File: config.mk
export PLATFORM = sky130hd
export DESIGN_NAME = literal_substring_replacer_core
export DESIGN_NICKNAME = d
export VERILOG_FILES = /design/src/rtl/core/lsr_pkg.sv /design/src/rtl/core/lsr_fifo.sv /design/src/rtl/core/lsr_front.sv /design/src/rtl/core/lsr_back.sv /design/src/rtl/core/literal_substring_replacer_core.sv
export SDC_FILE = /design/constraint.sdc
export NUM_CORES = 1
export LEC_CHECK = 0
export ABC_AREA = 0
export BUFFER_PORTS_ARGS = -buffer_cell sky130_fd_sc_hd__buf_2
export CAP_MARGIN = 40
export CORE_ASPECT_RATIO = 0.75
export CORE_MARGIN = 2
export CORE_UTILIZATION = 32
export DETAILED_ROUTE_END_ITERATION = 8
export PLACE_DENSITY = 0.48
export REMOVE_ABC_BUFFERS = 1
export SLEW_MARGIN = 0
export SYNTH_ARGS = -nofsm -noshare
export SYNTH_HDL_FRONTEND = slang
export SYNTH_SLANG_ARGS = --single-unit
File: constraint.sdc
create_clock -name clk_i -period 6.2 [get_ports clk_i]
set_input_delay 1.24 -clock clk_i [delete_from_list [all_inputs] [get_ports clk_i]]
set_output_delay 1.24 -clock clk_i [all_outputs]
set_load 0.005 [all_outputs]
File: src/rtl/core/lsr_pkg.sv
// ----------------------------------------------------------------------------
// lsr_pkg: shared types and constants of the literal substring replacer
// Holds the configuration register indexes, the job descriptor that travels
// from the front end to the back end, and the result item layout.
// ----------------------------------------------------------------------------
`default_nettype none

package lsr_pkg;

  // Configuration register indexes.
  localparam logic [1:0] CfgSearchPattern = 2'd0;
  localparam logic [1:0] CfgSearchLength  = 2'd1;
  localparam logic [1:0] CfgReplaceText   = 2'd2;
  localparam logic [1:0] CfgReplaceLength = 2'd3;

  localparam int unsigned CfgDataWidth = 64;
  localparam int unsigned LenWidth     = 4;
  localparam int unsigned ProgWidth    = 3;
  localparam int unsigned MaxResults   = 8;

  // One job: held search bytes to flush, then a middle segment (the
  // replacement or the literal input byte), then a final flush on the last
  // byte of a string. The result count is capped at MaxResults.
  typedef struct packed {
    logic [2:0] a_cnt;     // leading flush of search bytes
    logic [3:0] b_len;     // middle segment length
    logic       b_repl;    // middle segment is the replacement text
    logic [2:0] c_cnt;     // trailing flush of search bytes
    logic [7:0] lit;       // input byte for a literal middle segment
    logic [2:0] total_m1;  // number of results minus one
    logic       has;       // at least one data byte, else one marker
    logic       last;      // job ends a string
  } lsr_desc_t;

  typedef struct packed {
    logic [7:0] out_byte;
    logic       has_byte;
    logic       out_last;
  } lsr_item_t;

endpackage

`default_nettype wire

File: src/rtl/core/lsr_fifo.sv
// ----------------------------------------------------------------------------
// lsr_fifo: two-entry register queue
// Accepts a write while not full and presents the oldest entry while not
// empty. Used between the front and back ends and at the result side.
// ----------------------------------------------------------------------------
`default_nettype none

module lsr_fifo #(
  parameter int unsigned Width = 8
) (
  input  wire logic             clk_i,
  input  wire logic             rst_ni,
  input  wire logic             push_i,
  input  wire logic [Width-1:0] data_i,
  output logic                  full_o,
  input  wire logic             pop_i,
  output logic [Width-1:0]      data_o,
  output logic                  empty_o
);

  logic [Width-1:0] mem_q [2];
  logic             wr_ptr_q, wr_ptr_d;
  logic             rd_ptr_q, rd_ptr_d;
  logic [1:0]       count_q, count_d;
  logic             do_push, do_pop;

  assign full_o  = (count_q == 2'd2);
  assign empty_o = (count_q == 2'd0);
  assign do_push = push_i && !full_o;
  assign do_pop  = pop_i && !empty_o;
  assign data_o  = mem_q[rd_ptr_q];

  always_comb begin
    wr_ptr_d = do_push ? !wr_ptr_q : wr_ptr_q;
    rd_ptr_d = do_pop ? !rd_ptr_q : rd_ptr_q;
    count_d  = count_q + {1'b0, do_push} - {1'b0, do_pop};
  end

  always_ff @(posedge clk_i or negedge rst_ni) begin
    if (!rst_ni) begin
      wr_ptr_q <= 1'b0;
      rd_ptr_q <= 1'b0;
      count_q  <= 2'd0;
    end else begin
      wr_ptr_q <= wr_ptr_d;
      rd_ptr_q <= rd_ptr_d;
      count_q  <= count_d;
    end
  end

  always_ff @(posedge clk_i) begin
    if (do_push) begin
      mem_q[wr_ptr_q] <= data_i;
    end
  end

endmodule

`default_nettype wire

File: src/rtl/core/lsr_front.sv
// ----------------------------------------------------------------------------
// lsr_front: match tracker and job classifier
// Compares each accepted byte against the search string, keeps the partial
// match length, and turns the byte into a job descriptor for the back end.
// ----------------------------------------------------------------------------
`default_nettype none

module lsr_front
  import lsr_pkg::*;
#(
  parameter int unsigned MaxSearch = 8
) (
  input  wire logic                      clk_i,
  input  wire logic                      rst_ni,
  input  wire logic                      accept_i,
  input  wire logic [7:0]                text_byte_i,
  input  wire logic                      in_last_i,
  input  wire logic                      clear_i,
  input  wire logic [MaxSearch-1:0][7:0] search_pat_i,
  input  wire logic [LenWidth-1:0]       search_len_i,
  input  wire logic [LenWidth-1:0]       replace_len_i,
  output lsr_desc_t                      desc_o
);

  logic [ProgWidth-1:0] prog_q, prog_d;
  logic [ProgWidth-1:0] j0, jm, jn;
  logic [LenWidth-1:0]  j1;
  logic                 mis, hit, active;
  logic [4:0]           sum;

  function automatic logic [7:0] pick_search(input logic [2:0] idx);
    logic [7:0] r;
    r = 8'h00;
    for (int i = 0; i < MaxSearch; i++) begin
      if (idx == 3'(i)) begin
        r = search_pat_i[i];
      end
    end
    return r;
  endfunction

  always_comb begin
    active = (search_len_i != '0);
    j0 = (active && ({1'b0, prog_q} < search_len_i)) ? prog_q : '0;
    mis = (text_byte_i != pick_search(j0));
    hit = mis ? (text_byte_i == pick_search(3'd0)) : 1'b1;
    jm = mis ? '0 : j0;
    j1 = {1'b0, jm} + 4'd1;

    desc_o        = '0;
    desc_o.lit    = text_byte_i;
    desc_o.last   = in_last_i;
    desc_o.a_cnt  = (active && mis) ? j0 : '0;
    jn            = '0;

    if (!active) begin
      desc_o.b_len = 4'd1;
    end else if (hit) begin
      if (j1 == search_len_i) begin
        desc_o.b_len  = replace_len_i;
        desc_o.b_repl = 1'b1;
      end else begin
        jn = j1[2:0];
      end
    end else begin
      desc_o.b_len = 4'd1;
    end

    if (active && in_last_i) begin
      desc_o.c_cnt = jn;
      jn = '0;
    end

    sum = {2'b00, desc_o.a_cnt} + {1'b0, desc_o.b_len} + {2'b00, desc_o.c_cnt};
    desc_o.has = (sum != 5'd0);
    if (!desc_o.has) begin
      desc_o.total_m1 = 3'd0;
    end else if (sum >= 5'(MaxResults)) begin
      desc_o.total_m1 = 3'(MaxResults - 1);
    end else begin
      desc_o.total_m1 = 3'(sum - 5'd1);
    end

    if (clear_i) begin
      prog_d = '0;
    end else if (accept_i) begin
      prog_d = jn;
    end else begin
      prog_d = prog_q;
    end
  end

  always_ff @(posedge clk_i or negedge rst_ni) begin
    if (!rst_ni) begin
      prog_q <= '0;
    end else begin
      prog_q <= prog_d;
    end
  end

endmodule

`default_nettype wire

File: src/rtl/core/lsr_back.sv
// ----------------------------------------------------------------------------
// lsr_back: result sequencer
// Walks the head job descriptor one result per cycle when out_ready_i is set,
// selecting flushed search bytes, replacement bytes or the literal byte.
// ----------------------------------------------------------------------------
`default_nettype none

module lsr_back
  import lsr_pkg::*;
#(
  parameter int unsigned MaxSearch  = 8,
  parameter int unsigned MaxReplace = 8
) (
  input  wire logic                       clk_i,
  input  wire logic                       rst_ni,
  input  wire lsr_desc_t                  desc_i,
  input  wire logic                       desc_valid_i,
  input  wire logic                       out_ready_i,
  input  wire logic [MaxSearch-1:0][7:0]  search_pat_i,
  input  wire logic [MaxReplace-1:0][7:0] replace_txt_i,
  output logic                            desc_pop_o,
  output logic                            emit_o,
  output lsr_item_t                       item_o
);

  logic [2:0] k_q, k_d;
  logic [4:0] kk, aa, ab;
  logic       done;

  function automatic logic [7:0] pick_search(input logic [2:0] idx);
    logic [7:0] r;
    r = 8'h00;
    for (int i = 0; i < MaxSearch; i++) begin
      if (idx == 3'(i)) begin
        r = search_pat_i[i];
      end
    end
    return r;
  endfunction

  function automatic logic [7:0] pick_replace(input logic [2:0] idx);
    logic [7:0] r;
    r = 8'h00;
    for (int i = 0; i < MaxReplace; i++) begin
      if (idx == 3'(i)) begin
        r = replace_txt_i[i];
      end
    end
    return r;
  endfunction

  always_comb begin
    kk = {2'b00, k_q};
    aa = {2'b00, desc_i.a_cnt};
    ab = aa + {1'b0, desc_i.b_len};

    if (!desc_i.has) begin
      item_o.out_byte = 8'h00;
    end else if (kk < aa) begin
      item_o.out_byte = pick_search(k_q);
    end else if (kk < ab) begin
      item_o.out_byte = desc_i.b_repl ? pick_replace(3'(kk - aa)) : desc_i.lit;
    end else begin
      item_o.out_byte = pick_search(3'(kk - ab));
    end

    done            = (k_q == desc_i.total_m1);
    item_o.has_byte = desc_i.has;
    item_o.out_last = desc_i.last && done;
    emit_o          = desc_valid_i && out_ready_i;
    desc_pop_o      = emit_o && done;

    if (emit_o) begin
      k_d = done ? 3'd0 : k_q + 3'd1;
    end else begin
      k_d = k_q;
    end
  end

  always_ff @(posedge clk_i or negedge rst_ni) begin
    if (!rst_ni) begin
      k_q <= 3'd0;
    end else begin
      k_q <= k_d;
    end
  end

endmodule

`default_nettype wire

File: src/rtl/core/literal_substring_replacer_core.sv
// ----------------------------------------------------------------------------
// literal_substring_replacer_core: streaming literal substring replacement
// Rewrites a byte stream, replacing non-overlapping occurrences of a
// configured search string with a configured replacement string.
// ----------------------------------------------------------------------------
// Usage. Text bytes enter on a queue-style port: a transfer happens on a
// rising edge with push high and full low. Results leave the same way: the
// oldest result is on out_byte_o/has_byte_o/out_last_o while empty is low,
// and a transfer happens on an edge with pop high. Each input byte yields one
// to eight results; a byte that yields no data gives one marker result with
// has_byte_o low. out_last_o marks the final result of a string.
// Configuration is written through cfg_we_i/cfg_idx_i/cfg_data_i while the
// block is idle; writing the search pattern or length drops a partial match.
// An input reaches its first result through the job and result queues. The
// front end classifies one byte per cycle; the back end emits one result per
// cycle, so a byte with more than one result holds the back end and full
// rises once the two-entry job queue fills. Throughput is one byte per cycle
// when each byte yields one result. When the receiver stops popping, the
// two-entry result queue fills and the back end and then the input stall.
// Reset empties both queues and zeroes the match state and configuration.
// ----------------------------------------------------------------------------
`default_nettype none

module literal_substring_replacer_core
  import lsr_pkg::*;
#(
  parameter int unsigned MAX_SEARCH_BYTES  = 8,
  parameter int unsigned MAX_REPLACE_BYTES = 8
) (
  input  wire logic                    clk_i,
  input  wire logic                    rst_ni,
  // Text input queue.
  input  wire logic                    push,
  output logic                         full,
  input  wire logic [7:0]              text_byte_i,
  input  wire logic                    in_last_i,
  // Result queue.
  output logic                         empty,
  input  wire logic                    pop,
  output logic [7:0]                   out_byte_o,
  output logic                         has_byte_o,
  output logic                         out_last_o,
  // Configuration write port.
  input  wire logic                    cfg_we_i,
  input  wire logic [1:0]              cfg_idx_i,
  input  wire logic [CfgDataWidth-1:0] cfg_data_i
);

  // Configuration registers. Lengths are stored already clamped to the
  // supported maxima, which is all the datapath ever needs.
  logic [MAX_SEARCH_BYTES-1:0][7:0]  search_pat_q;
  logic [MAX_REPLACE_BYTES-1:0][7:0] replace_txt_q;
  logic [LenWidth-1:0]               search_len_q, search_len_d;
  logic [LenWidth-1:0]               replace_len_q, replace_len_d;
  logic                              cfg_clear;

  lsr_desc_t desc_in, desc_out;
  logic      in_accept;
  logic      desc_empty, desc_pop;
  logic      ofifo_full, emit;
  lsr_item_t item_in, item_out;

  assign in_accept = push && !full;

  // A write to either search register restarts matching.
  assign cfg_clear = cfg_we_i &&
                     ((cfg_idx_i == CfgSearchPattern) || (cfg_idx_i == CfgSearchLength));

  always_comb begin
    search_len_d = (cfg_data_i[LenWidth-1:0] > LenWidth'(MAX_SEARCH_BYTES)) ?
                   LenWidth'(MAX_SEARCH_BYTES) : cfg_data_i[LenWidth-1:0];
    replace_len_d = (cfg_data_i[LenWidth-1:0] > LenWidth'(MAX_REPLACE_BYTES)) ?
                    LenWidth'(MAX_REPLACE_BYTES) : cfg_data_i[LenWidth-1:0];
  end

  always_ff @(posedge clk_i or negedge rst_ni) begin
    if (!rst_ni) begin
      search_pat_q  <= '0;
      replace_txt_q <= '0;
      search_len_q  <= '0;
      replace_len_q <= '0;
    end else if (cfg_we_i) begin
      case (cfg_idx_i)
        CfgSearchPattern: search_pat_q  <= cfg_data_i[MAX_SEARCH_BYTES*8-1:0];
        CfgSearchLength:  search_len_q  <= search_len_d;
        CfgReplaceText:   replace_txt_q <= cfg_data_i[MAX_REPLACE_BYTES*8-1:0];
        CfgReplaceLength: replace_len_q <= replace_len_d;
        default: begin
        end
      endcase
    end
  end

  // Front end: one byte per cycle unless full, updates the partial match length.
  lsr_front #(
    .MaxSearch(MAX_SEARCH_BYTES)
  ) u_front (
    .clk_i        (clk_i),
    .rst_ni       (rst_ni),
    .accept_i     (in_accept),
    .text_byte_i  (text_byte_i),
    .in_last_i    (in_last_i),
    .clear_i      (cfg_clear),
    .search_pat_i (search_pat_q),
    .search_len_i (search_len_q),
    .replace_len_i(replace_len_q),
    .desc_o       (desc_in)
  );

  // Job queue between the front and back ends; its full flag is the input
  // backpressure.
  lsr_fifo #(
    .Width($bits(lsr_desc_t))
  ) u_desc_fifo (
    .clk_i  (clk_i),
    .rst_ni (rst_ni),
    .push_i (push),
    .data_i (desc_in),
    .full_o (full),
    .pop_i  (desc_pop),
    .data_o (desc_out),
    .empty_o(desc_empty)
  );

  // Back end: one result per cycle from the head job unless ofifo_full is set.
  lsr_back #(
    .MaxSearch (MAX_SEARCH_BYTES),
    .MaxReplace(MAX_REPLACE_BYTES)
  ) u_back (
    .clk_i        (clk_i),
    .rst_ni       (rst_ni),
    .desc_i       (desc_out),
    .desc_valid_i (!desc_empty),
    .out_ready_i  (!ofifo_full),
    .search_pat_i (search_pat_q),
    .replace_txt_i(replace_txt_q),
    .desc_pop_o   (desc_pop),
    .emit_o       (emit),
    .item_o       (item_in)
  );

  // Result queue, which decouples the back end from the receiver.
  lsr_fifo #(
    .Width($bits(lsr_item_t))
  ) u_out_fifo (
    .clk_i  (clk_i),
    .rst_ni (rst_ni),
    .push_i (emit),
    .data_i (item_in),
    .full_o (ofifo_full),
    .pop_i  (pop),
    .data_o (item_out),
    .empty_o(empty)
  );

  assign out_byte_o = item_out.out_byte;
  assign has_byte_o = item_out.has_byte;
  assign out_last_o = item_out.out_last;

`ifndef ASSERT_OFF
  // A marker result never carries a data byte value.
  assert property (@(posedge clk_i) disable iff (!rst_ni)
    (!empty && !has_byte_o) |-> (out_byte_o == 8'h00))
    else $error("marker result with nonzero byte");

  // With an empty search string every byte is one literal result.
  assert property (@(posedge clk_i) disable iff (!rst_ni)
    (in_accept && (search_len_q == '0)) |->
      (desc_in.has && (desc_in.total_m1 == 3'd0) && (desc_in.lit == text_byte_i)))
    else $error("pass-through job is not a single literal");

  // The back end only emits while the result queue has room.
  assert property (@(posedge clk_i) disable iff (!rst_ni)
    emit |-> (!ofifo_full && !desc_empty))
    else $error("result emitted without room or job");
`endif

endmodule

`default_nettype wire
==> flow_metrics.tcl, run 1 <==
set metrics [dict create \
    synth_edf_count 62 \
    syn_area_sq_um 12200 \
    period_share 0.927 \
    insertion_delay_ps 560 \
    ant_nets 0 \
    drive_above_1_share 0.336 \
    cts_buffers 23 \
    slew_headroom 0.407 \
    routedWlPerCell_um 24.0 \
    finalSetupViolCount 0 \
    drt_wl_total_um 41100 \
    nets 1309 \
    drt_pre_antenna_iters 7 \
    synth_seq_cells 212 \
    htreeDepth 1 \
    synth_cells 1079 \
    cp_num_buf_inv 3 \
    instances_no_fill 1717 \
    syn_to_final_growth_pct 18.6 \
    start_util 0.326 \
    regArea_sq_um 5620 \
    period_minus_slack_ps 5750 \
    hold_viol 0 \
    crit_slowest_cell "or4_4" \
    critical_path_class "reg -> reg" \
    fill_cells 3699 \
    grt_start_max_net_pins 59 \
    hold_class "reg -> reg" \
    pin_count 92 \
    slowest_delay_ps 550 \
    outcome "finished, final reports clean" \
    async_flop_share 0.708 \
    grt.overflow.total 0 \
    gp_congestion 0.943 \
    io_buffers 91 \
    clk_pin_slew_ps 60 \
    ir_drop_mv 0.542 \
    path_delay_family "simple AND/OR/NAND/NOR gates" \
    yosysSeqAreaShare 0.462 \
    avgSynthCellArea_sq_um 11.3 \
    p_leak_nw 5.83 \
    gr-usage-all-layers 0.206 \
    tns_ps 0 \
    start_kind "register" \
    fp-row-count 61 \
    clock_path_buffers 3 \
    rsz0062_at_grt "false" \
    ys.flop_type "dfrtp_1" \
    grt_pass1_vias 9215 \
    max_slew.worst_pin.slew_ps 889 \
    max_freq_mhz 174 \
    placed_cells 1671 \
    synthDistinctLibCells 86 \
    place_hpwl_um 29900 \
    grt_pass1_wl_um 61200 \
    core_area_sq_um 37200 \
    rrSetupSlack_ps 450 \
    mostFrequentLayoutCells "mux2_2, dfrtp_1, buf_2, a21oi_1, nand2_1" \
    cp.required_ps 6490 \
    multi_input_area_sq_um 6160 \
    vias_per_cell 5.52 \
    vias 9473 \
    worst_setup_path_end_kind "register" \
    fin_skew_ps 32.3 \
    numClockSinks 212 \
    cap_violations 0 \
    cp_max_fo 26 \
    dieArea_sq_um 39600 \
    die_x_um 229 \
    cts_root_buf "clkbuf_16" \
    cp_data_arrival_time_ps 6040 \
    route.detailed.drc 0 \
    drtIter0Drc 891 \
    yosys_warnings 0 \
    cts_tree "done" \
    powerDensity_nw_per_um2 566 \
    slew_viol_final 0 \
    fp.dieH_um 173 \
    antenna_found_initial 1 \
]
[worst register-to-register path, stage by stage, from the launching register on]
cell and delay [ps]:
dfrtp_2 450, buf_12 210, or2b_2 350, a22oi_1 210, a32o_1 250, a211oi_1 110
or4_4 550, nor4_4 160, and2_4 190, nand2_2 80, nor2_2 140, ha_2 210
xnor2_1 160, xnor2_2 140, o211ai_2 110, and3b_2 260, nand2_1 80, fa_1 470
inv_1 70, ha_1 170, inv_1 60, fa_1 390, a2111oi_2 290, a21oi_1 90
nor2_2 180, o211ai_1 130
[layout make-up]
type	count	area share
sequential	212	0.390
clock buffer	35	0.0479
clock inverter	7	0.00590
timing repair buffer	155	0.0727
antenna	1	0.000174
tap	504	0.0437
multi-input combinational	755	0.427
inverter	48	0.0125
[per-stage QoR]
step	setup slack, ps	hold slack (ps)	cell area (sq um)	total power, mW	util
detailed placement	-25.1	487	13500	6.65	0.364
global placement	39.1	470	13400	6.48	0.361
CTS	52.6	501	14300	8.09	0.384
finish	450	500	14400	8.16	0.387
floorplan	-520	450	11900	4.70	-
global route	37.0	516	14400	8.61	0.387
[final timing paths]
check,start,to,depth (start not counted)
worst max-delay path,u_front.prog_q[1],u_desc_fifo.mem_q[0][4],25
worst min-delay path,replace_len_q[0],replace_len_q[0],2
worst max register to register,u_front.prog_q[1],u_desc_fifo.mem_q[0][4],25
worst min register to register,replace_len_q[0],replace_len_q[0],2
max in group asynchronous,rst_ni,u_front.prog_q[0],2
min in group asynchronous,rst_ni,replace_txt_q[20],1
[registers in the layout, indices dropped and copies added (netlist names)]
signal,cells
u_desc_fifo.rd_ptr_q,1
u_out_fifo.mem_q,20
search_pat_q,64
replace_txt_q,64
u_desc_fifo.count_q,2
search_len_q,4
replace_len_q,4
u_out_fifo.rd_ptr_q,1
u_back.k_q,3
u_out_fifo.wr_ptr_q,1
u_front.prog_q,3
u_desc_fifo.wr_ptr_q,1
u_desc_fifo.mem_q,42
u_out_fifo.count_q,2
[Yosys cell counts (all sizes together), types with 11 or more instances]
| cell | number | area [sq um] |
|---|---|---|
| dfrtp | 150 | 3750 |
| mux2 | 147 | 1660 |
| a21oi | 64 | 320 |
| nand2 | 64 | 243 |
| edfxtp | 62 | 1860 |
| nor2 | 54 | 203 |
| o21ai | 52 | 264 |
| inv | 46 | 173 |
| clkbuf | 42 | 188 |
| mux2i | 32 | 320 |
| ha | 27 | 338 |
| nor2b | 24 | 150 |
| nor3 | 24 | 120 |
| buf | 22 | 105 |
| a31oi | 17 | 106 |
| mux4 | 17 | 383 |
| nand2b | 17 | 106 |
| nand3 | 17 | 85.1 |
| xnor2 | 17 | 156 |
| xor2 | 11 | 96.3 |
[metal layers]
| metal | vias up | share of wire | wire [um] | GRT usage |
|---|---|---|---|---|
| met5 | - | 0.0016 | 66 | 0.0120 |
| met4 | 2 | 0.027 | 1120 | 0.0555 |
| met3 | 73 | 0.11 | 4520 | 0.0635 |
| met2 | 469 | 0.38 | 15600 | 0.268 |
| met1 | 4685 | 0.48 | 19800 | 0.320 |
| li1 | 4244 | - | - | - |
[what timing repair did]
item / 4_1_cts / 5_1_grt
hold buffers: 0 / 0
setup endpoints to repair: 0 / 8
hold endpoints to repair: 0 / 0
resized for setup: 0 / 18
buffers inserted: 0 / 2
[power breakdown]
part	internal (mW)	leakage [nW]	switching [mW]
Clock	0.817	0.373	0.595
Combinational	1.79	3.10	2.82
Sequential	1.86	2.36	0.270
[logic make-up (layout without fill, tap and decap cells)]
group / Yosys count / after routing / synth area share
flops: 212 / 212 / 0.462
other cells: 0 / 1 / 0
buf+inv: 112 / 245 / 0.0389
fa+ha+maj: 34 / 34 / 0.0393
mux: 196 / 196 / 0.194
compound gates: 242 / 242 / 0.135
simple gates: 255 / 255 / 0.110
xor+xnor: 28 / 28 / 0.0208
Power figures use the tool's default switching activity.
==> run 2, diff against run 1 <==
--- a/config.mk
+++ b/config.mk
@@ -6,13 +6,14 @@
 export NUM_CORES = 1
 export LEC_CHECK = 0
 export ABC_AREA = 0
-export BUFFER_PORTS_ARGS = -buffer_cell sky130_fd_sc_hd__buf_2
 export CAP_MARGIN = 40
 export CORE_ASPECT_RATIO = 0.75
 export CORE_MARGIN = 2
 export CORE_UTILIZATION = 32
+export CTS_BUF_LIST = sky130_fd_sc_hd__clkbuf_8
 export DETAILED_ROUTE_END_ITERATION = 8
-export PLACE_DENSITY = 0.48
+export DONT_BUFFER_PORTS = 1
+export PLACE_DENSITY = 0.45
 export REMOVE_ABC_BUFFERS = 1
 export SLEW_MARGIN = 0
 export SYNTH_ARGS = -nofsm -noshare
==> run 2 against run 1 <==
- clock power fell by 9.9%
- critical path type unchanged
- combinational power fell by 11%
- sequential share of layout area rose by 1.9 points
- sequential power barely moved
==> flow_metrics.tcl, run 2 (synthesis gave the netlist of run 1 again) <==
set metrics [dict create \
    multi_input_area_sq_um 6160 \
    holdBufCountCts 0 \
    cts_tree "done" \
    cts_root_buf "clkbuf_8" \
    clk_pin_slew_ps 60 \
    drt_wl_total_um 40200 \
    instances_no_fill 1644 \
    mostFrequentLayoutCells "dfrtp_1, mux2_2, a21oi_1, nand2_1, edfxtp_1" \
    finalSetupViolCount 0 \
    placed_cells 1574 \
    cap_violations 0 \
    vias 8956 \
    period_minus_slack_ps 5870 \
    r2r-start "search_len_q[1]" \
    numClockSinks 212 \
    core_area_sq_um 37200 \
    hold_class "in -> async" \
    critical_path_class "reg -> reg" \
    cts_buffers 38 \
    pin_count 92 \
    io_buffers 0 \
    cp_data_arrival_time_ps 6170 \
    fp-row-count 61 \
    slew_viol_final 0 \
    insertion_delay_ps 580 \
    route.detailed.drc 0 \
    final_common_cell "dfrtp_1" \
    place_hpwl_um 29100 \
    die_x_um 229 \
    p_leak_nw 5.44 \
    top_regs "replace_txt_q: 64 flops, search_pat_q: 64 flops, u_desc_fifo.mem_q: 42 flops" \
    routedWlPerCell_um 24.4 \
    outcome "finished, final reports clean" \
    worst_setup_path_end_kind "register" \
    antenna_found_initial 1 \
    drt_pre_antenna_iters 9 \
    period_share 0.946 \
    fin_skew_ps 19.5 \
    htreeDepth 2 \
    fill_cells 3734 \
    pre_cts_ws_ps 35.7 \
    regArea_sq_um 5620 \
    max_freq_mhz 170 \
    slew_headroom 0.358 \
    grt_start_max_net_pins 151 \
    worstSetupStartpoint "search_len_q[1]" \
    setup_ws_ps 332 \
    cp.required_ps 6500 \
    hold_viol 0 \
    gp_congestion 0.946 \
    powerDensity_nw_per_um2 549 \
    dieArea_sq_um 39600 \
    start_kind "register" \
    start_util 0.326 \
    vias_per_cell 5.45 \
    ir_drop_mv 0.391 \
    drive_above_1_share 0.281 \
    gr-usage-all-layers 0.201 \
    fp.dieH_um 173 \
    grt_pass1_vias 8697 \
    cp_max_fo 4 \
    syn_to_final_growth_pct 13.2 \
    drtIter0Drc 868 \
    nets 1227 \
    grt.overflow.total 0 \
    clock_path_buffers 3 \
    ant_nets 0 \
    grt_pass1_wl_um 59500 \
    max_slew.worst_pin.slew_ps 957 \
]
-- run 2: final timing paths --
kind	to	slack, ps	depth (start not counted)
worst max-delay path	u_desc_fifo.mem_q[0][2]	330	26
worst min-delay path	search_pat_q[7]	360	0
worst max register to register	u_desc_fifo.mem_q[0][2]	330	26
worst min register to register	u_desc_fifo.count_q[1]	490	1
max in group asynchronous	u_front.prog_q[0]	5580	0
min in group clk_i	u_desc_fifo.count_q[1]	490	1
-- run 2: through the flow --
stage          utilization  setup TNS [ps]  instance area [sq um]  power (mW)  hold WS [ps]
6_report             0.369               0                  13800        7.55           360
5_1_grt              0.369            -155                  13800        8.03           331
4_1_cts              0.367               0                  13700        7.56           324
3_5_place_dp         0.348               0                  13000        6.25           476
3_3_place_gp         0.347               0                  12900        6.19           475
2_1_floorplan            -           -4050                  11900        4.70           450
-- run 2: what timing repair did --
| item | 4_1_cts | 5_1_grt |
|---|---|---|
| setup buffers | 0 | 3 |
| setup endpoints to repair | 0 | 8 |
| resized for setup | 0 | 20 |
-- run 2: worst max-delay path: stages (launching register included) --
cell and delay (ps):
dfrtp_1 390, inv_1 60, ha_1 230, nor3b_2 210, nor3_1 120, o31a_2 360
o21a_1 190, or4_4 520, nor4_4 260, and2_4 200, nand2_2 80, nor2_2 150
ha_2 210, xnor2_1 160, xnor2_2 140, o211ai_2 110, and3b_2 280, nand2_1 80
fa_1 480, inv_1 70, ha_2 200, inv_1 60, fa_2 370, a2111oi_4 280
a21oi_1 90, nor2_2 160, o21ai_0 140
-- run 2: per-layer routing --
| layer | vias up | global-route usage | part of all wire |
|---|---|---|---|
| met5 | - | 0 | 0 |
| met4 | 0 | 0.0501 | 0.023 |
| li1 | 4090 | - | - |
| met2 | 359 | 0.266 | 0.39 |
| met3 | 59 | 0.0671 | 0.10 |
| met1 | 4448 | 0.308 | 0.49 |
-- run 2: where the power goes --
| group | switching (mW) | leakage [nW] | internal, mW |
|---|---|---|---|
| Sequential | 0.299 | 2.36 | 1.86 |
| Clock | 0.627 | 0.413 | 0.646 |
| Combinational | 2.47 | 2.67 | 1.65 |
-- run 2: layout make-up --
type,instances,area share
Timing Repair Buffer,58,0.0338
Tap cell,504,0.0458
Inverter,48,0.0131
Clock inverter,26,0.0113
Sequential cell,212,0.408
Antenna cell,1,0.000182
Clock buffer,40,0.0400
Multi-Input combinational cell,755,0.447
